`config.mk`:
```
export PLATFORM = sky130hd
export DESIGN_NAME = pgrs_mul
export DESIGN_NICKNAME = d
export VERILOG_FILES = /design/src/hdl/pgrs_pkg.sv /design/src/hdl/pgrs_mul.sv
export SDC_FILE = /design/constraint.sdc
export NUM_CORES = 2
export LEC_CHECK = 0
export BUFFER_PORTS_ARGS = -buffer_cell sky130_fd_sc_hd__buf_2
export CELL_PAD_IN_SITES_DETAIL_PLACEMENT = 0
export CELL_PAD_IN_SITES_GLOBAL_PLACEMENT = 1
export CORE_ASPECT_RATIO = 1.75
export CORE_MARGIN = 4
export CORE_UTILIZATION = 50
export CTS_BUF_LIST = sky130_fd_sc_hd__clkbuf_2 sky130_fd_sc_hd__clkbuf_4 sky130_fd_sc_hd__clkbuf_8
export DETAILED_ROUTE_END_ITERATION = 12
export PLACE_DENSITY_LB_ADDON = 0.1
export SETUP_SLACK_MARGIN = 0.4
export SLEW_MARGIN = 20
export SYNTH_ARGS = -nofsm -noshare
export SYNTH_HDL_FRONTEND = slang
export SYNTH_SLANG_ARGS = --single-unit
```
`constraint.sdc`:
```
create_clock -name aclk -period 8.7 [get_ports aclk]
set_input_delay 2.175 -clock aclk [delete_from_list [all_inputs] [get_ports aclk]]
set_output_delay 2.175 -clock aclk [all_outputs]
set_load 0.01 [all_outputs]
```
`src/hdl/pgrs_pkg.sv`:
```
// Shared constants, codes and helpers for the grid relaxation solver.
`default_nettype none
package pgrs_pkg;

    localparam int VALUE_WIDTH   = 32;
    localparam int GRID_ROWS_DEF = 64;
    localparam int GRID_COLS_DEF = 64;

    // shared multiplier operand widths
    localparam int MUL_A_W = VALUE_WIDTH;
    localparam int MUL_B_W = 25;
    localparam int MUL_P_W = MUL_A_W + MUL_B_W;

    localparam logic [1:0] OP_WRITE = 2'd0;
    localparam logic [1:0] OP_SOLVE = 2'd1;
    localparam logic [1:0] OP_READ  = 2'd2;

    localparam logic [1:0] METHOD_JACOBI = 2'd0;
    localparam logic [1:0] METHOD_SEIDEL = 2'd1;

    localparam logic [2:0] CFG_METHOD  = 3'd0;
    localparam logic [2:0] CFG_OMEGA   = 3'd1;
    localparam logic [2:0] CFG_H2      = 3'd2;
    localparam logic [2:0] CFG_TOL     = 3'd3;
    localparam logic [2:0] CFG_LIMIT   = 3'd4;
    localparam logic [2:0] CFG_ROWS    = 3'd5;
    localparam logic [2:0] CFG_COLS    = 3'd6;

    localparam logic [1:0]  RST_METHOD = 2'd2;
    localparam logic [14:0] RST_OMEGA  = 15'd24576;
    localparam logic [23:0] RST_H2     = 24'd6988;
    localparam logic [30:0] RST_TOL    = 31'd17;
    localparam logic [15:0] RST_LIMIT  = 16'd10000;
    localparam logic [6:0]  RST_DIM    = 7'd50;

    localparam logic signed [MUL_B_W-1:0] Q14_ONE = 25'sd16384;

    // clamp to the signed value range
    function automatic logic [VALUE_WIDTH-1:0] sat_val(input logic signed [63:0] v);
        logic signed [63:0] vmax;
        logic signed [63:0] vmin;
        vmax = (64'sd1 <<< (VALUE_WIDTH - 1)) - 64'sd1;
        vmin = -vmax - 64'sd1;
        if (v > vmax) begin
            return vmax[VALUE_WIDTH-1:0];
        end else if (v < vmin) begin
            return vmin[VALUE_WIDTH-1:0];
        end
        return v[VALUE_WIDTH-1:0];
    endfunction

endpackage
`default_nettype wire

```
`src/hdl/pgrs_mul.sv`:
```
// Shared signed multiplier with registered operands and product.
`default_nettype none
module pgrs_mul
    import pgrs_pkg::*;
(
    input  wire logic                      aclk,
    input  wire logic                      load,
    input  wire logic signed [MUL_A_W-1:0] a_in,
    input  wire logic signed [MUL_B_W-1:0] b_in,
    output logic signed [MUL_P_W-1:0]      prod
);

    logic signed [MUL_A_W-1:0] a_reg;
    logic signed [MUL_B_W-1:0] b_reg;
    logic signed [MUL_P_W-1:0] prod_reg;

    // operands are captured on load, and the product is registered from them
    always_ff @(posedge aclk) begin
        if (load) begin
            a_reg <= a_in;
            b_reg <= b_in;
        end
        prod_reg <= MUL_P_W'(a_reg) * MUL_P_W'(b_reg);
    end

    assign prod = prod_reg;

endmodule
`default_nettype wire

```
==> flow_metrics.env <==
export IMPL_first_global_vias=25890
export IMPL_synth_largest_area_cell="fa_1"
export IMPL_hold_viol=0
export IMPL_worst_slack_ns=0.6618
export IMPL_maxSlewViolCount=0
export IMPL_endpoint_kind="flop"
export IMPL_setup_viol=0
export IMPL_regToRegSetupSlack_ns=0.66
export IMPL_synthTopCellsByCount="inv_1 (850), fa_1 (819), nand2_1 (403)"
export IMPL_netlist_area_um2=31340
export IMPL_synth_mux_area_share_pct=0.06387
export IMPL_yosysSeqAreaShare_pct=9.102
export IMPL_ys_seq_elements=114
export IMPL_cap_violations=0
export IMPL_crit_fanout=20
export IMPL_crit_required_ns=9.14
export IMPL_hp_class="reg2reg"
export IMPL_post_route_drc_count=0
export IMPL_hold_depth=1
export IMPL_synth_top_family_by_area="adder cells"
export IMPL_dieArea_um2=66910
export IMPL_drive_gt1_share_pct=7.491
export IMPL_rows=121
export IMPL_die_w_um=197.3
export IMPL_max_clock_path_buffers=2
export IMPL_tns_ns=0
export IMPL_fin_skew_ns=0.05541
export IMPL_fin_crit_ns=8.038
export IMPL_viasPerCell=5.285
export IMPL_synth_compound_area_share_pct=4.000
export IMPL_clockRootBuffer="clkbuf_8"
export IMPL_portBuffers=115
export IMPL_cp_arrival_ns=8.48
export IMPL_place_ws_ns=0.6320
export IMPL_nets=4344
export IMPL_syn_avg_cell_area_um2=9.659
export IMPL_path_clk_slew_ns=0.11
export IMPL_maxSlewHeadroom_pct=19.09
export IMPL_yosysMostFrequentCell="inv_1"
export IMPL_status="complete, no violations"
export IMPL_ys_async_sr_fraction_pct=0
export IMPL_yosysUniqueCellTypes=62
export IMPL_crit_type="reg2reg"
export IMPL_firstDrtPassIters=7
export IMPL_synthCells=3245
export IMPL_core_area_um2=62220
export IMPL_grt_use_total_pct=28.64
export IMPL_r2r_end="prod[56]"
export IMPL_dieHeight_um=339.2
export IMPL_crit_family="adder cells"
export IMPL_yosysWarnings=0
export IMPL_cp_start_kind="flop"
export IMPL_routedWlPerCell_um=21.97
export IMPL_htree_num_levels=4
export IMPL_crit_chain="buf_4, nand2_1, fa_1, fa_1, inv_1, fa_1, fa_1, fa_1, fa_1, inv_1, fa_1, inv_1, ha_1, a21oi_1, nor2_1, a211oi_1, nand3_1, a21oi_2, o21ai_1, buf_4, a211o_1, a2111oi_1, nor3_1"
export IMPL_cp_common_cell="fa_1"
export IMPL_gp_congestion=0.9263
export IMPL_cts_buffers=17
export IMPL_grt_max_degree=58
export IMPL_vias=21800
export IMPL_synthToLayoutAreaGrowth_pct=6.587
export IMPL_drt_initial_drc_count=942
export IMPL_io_pins=116
export IMPL_synth_fa_ha_area_share_pct=58.50
export IMPL_synth_simple_area_share_pct=14.64
export IMPL_synthXorXnorAreaFrac_pct=1.705
export IMPL_reg2reg_depth=23
export IMPL_routed_wl_mm=90.59
export IMPL_rsz0062_at_grt="false"
export IMPL_synth_area_leaders="fa_1 (52%), inv_1 (10%), and2_1 (8.0%)"
export IMPL_cp_slowest_cell="edfxtp_1"
export IMPL_reg2reg_from="b_reg[10]"
export IMPL_slowest_delay_ns=0.94
export IMPL_synth_edf_count=57
export IMPL_initial_utilization_pct=50.37
export IMPL_antenna_left=0
export IMPL_worst_path_buf_inv=5
export IMPL_min_to="prod[0]"
export IMPL_tightest_slew_ns=1.214
export IMPL_syn_num_nets=4278
export IMPL_synth_flop_cell="edfxtp_1"
export IMPL_max_clock_freq_ghz=0.1244
export IMPL_grt_antenna_before_repair=2
export IMPL_grt_pass1_wl_mm=144.5
export IMPL_grt_overflow=0
export IMPL_largest_reg_flops=57
export IMPL_worstHoldStart="a_reg[0]"
export IMPL_yosysTopAreaCellShare_pct=52.31
export IMPL_clkSinkCount=114
export IMPL_cts_resized=0
export IMPL_cts_tree="done"
export IMPL_clkLatencyLatePin_ns=0.58
export IMPL_min_period_over_period_pct=92.39
export IMPL_hpwl_mm=77.00
## timing repair
item | 4_1_cts | 5_1_grt
hold buffers | 0 | 0
endpoints found under the setup margin | 0 | 2
buffers inserted | 0 | 1
## worst max path at each step
stage | startpoint | end | slack [ns] | cells after the start
2_1_floorplan | a_reg[31] | prod[55] | 1.69 | 25
3_3_place_gp | a_reg[17] | prod[54] | 0.67 | 23
3_5_place_dp | a_reg[17] | prod[54] | 0.63 | 23
4_1_cts | a_reg[17] | prod[54] | 0.58 | 23
5_1_grt | b_reg[6] | prod[54] | 0.44 | 23
6_report | b_reg[10] | prod[56] | 0.66 | 23
## routing by layer
layer / wire (um) / global-route usage (%) / up-vias
li1: - / - / 9406
met5: 0 / 0 / -
met1: 27800 / 27.42 / 11520
met3: 2776 / 2.909 / 284
met4: 8484 / 20.97 / 0
met2: 51530 / 55.02 / 592
## stage by stage
| step | cell area [um2] | utilization (%) | hold WS (ns) | cells |
|---|---|---|---|---|
| 2_1_floorplan | 31340 | - | 0.5291 | 3245 |
| 3_3_place_gp | 32970 | 52.98 | 0.4952 | 4088 |
| 3_5_place_dp | 32970 | 52.98 | 0.5065 | 4088 |
| 4_1_cts | 33360 | 53.62 | 0.5276 | 4120 |
| 5_1_grt | 33410 | 53.69 | 0.5567 | 4124 |
| 6_report | 33410 | 53.69 | 0.5199 | 4124 |
## worst reg2reg max path: cells and delay by family (launching register included)
kind,cells,cell delay [ns]
AOI/OAI and AO/OA,6,1.82
adders and majority gates,8,4.01
buffers and inverters,5,0.69
DFF,1,0.94
and+or+nand+nor,4,0.45
## layout make-up
cell class | count | area, um2
Tap cell | 799 | 999.7
Antenna cell | 1 | 2.502
Fill cell | 5805 | 28820
Inverter | 850 | 3191
Timing Repair Buffer | 197 | 1235
Sequential cell | 114 | 2853
Clock buffer | 17 | 234.0
Clock inverter | 15 | 161.4
Multi-Input combinational cell | 2131 | 24730
## kinds of logic (layout without fill, tap and decap cells)
logic type      Yosys count  in the layout
compound gates          176            176
xor+xnor                 61             61
fa+ha+maj               974            974
buf+inv                1000           1079
flops                   114            114
mux                       2              2
other cells               0              1
simple gates            918            918
## cell usage in the layout, fill, tap and decap left out, drive strengths merged, types with 2 or more instances in the layout
master,Yosys,final
o31ai,2,2
clkinvlp,0,3
o21ai,25,25
o21a,9,9
nand2b,12,12
a21boi,6,6
edfxtp,57,57
a21oi,48,48
a211oi,8,8
and3,8,8
fa,819,819
a31oi,10,10
inv,850,861
clkbuf,145,17
nand3,12,12
ha,155,155
mux2i,2,2
buf,5,197
a21o,36,36
a311oi,2,2
and2,400,400
a311o,2,2
xnor2,46,46
xor2,15,15
nor2,54,54
nand4,6,6
nand2,404,404
nor3,9,9
a211o,3,3
o21bai,6,6
nor2b,8,8
o211ai,7,7
a2111oi,3,3
dfxtp,57,57
a221oi,4,4
Power is not shown: default switching activity piles up to over one toggle a cycle in this logic, so the estimate is an artifact.
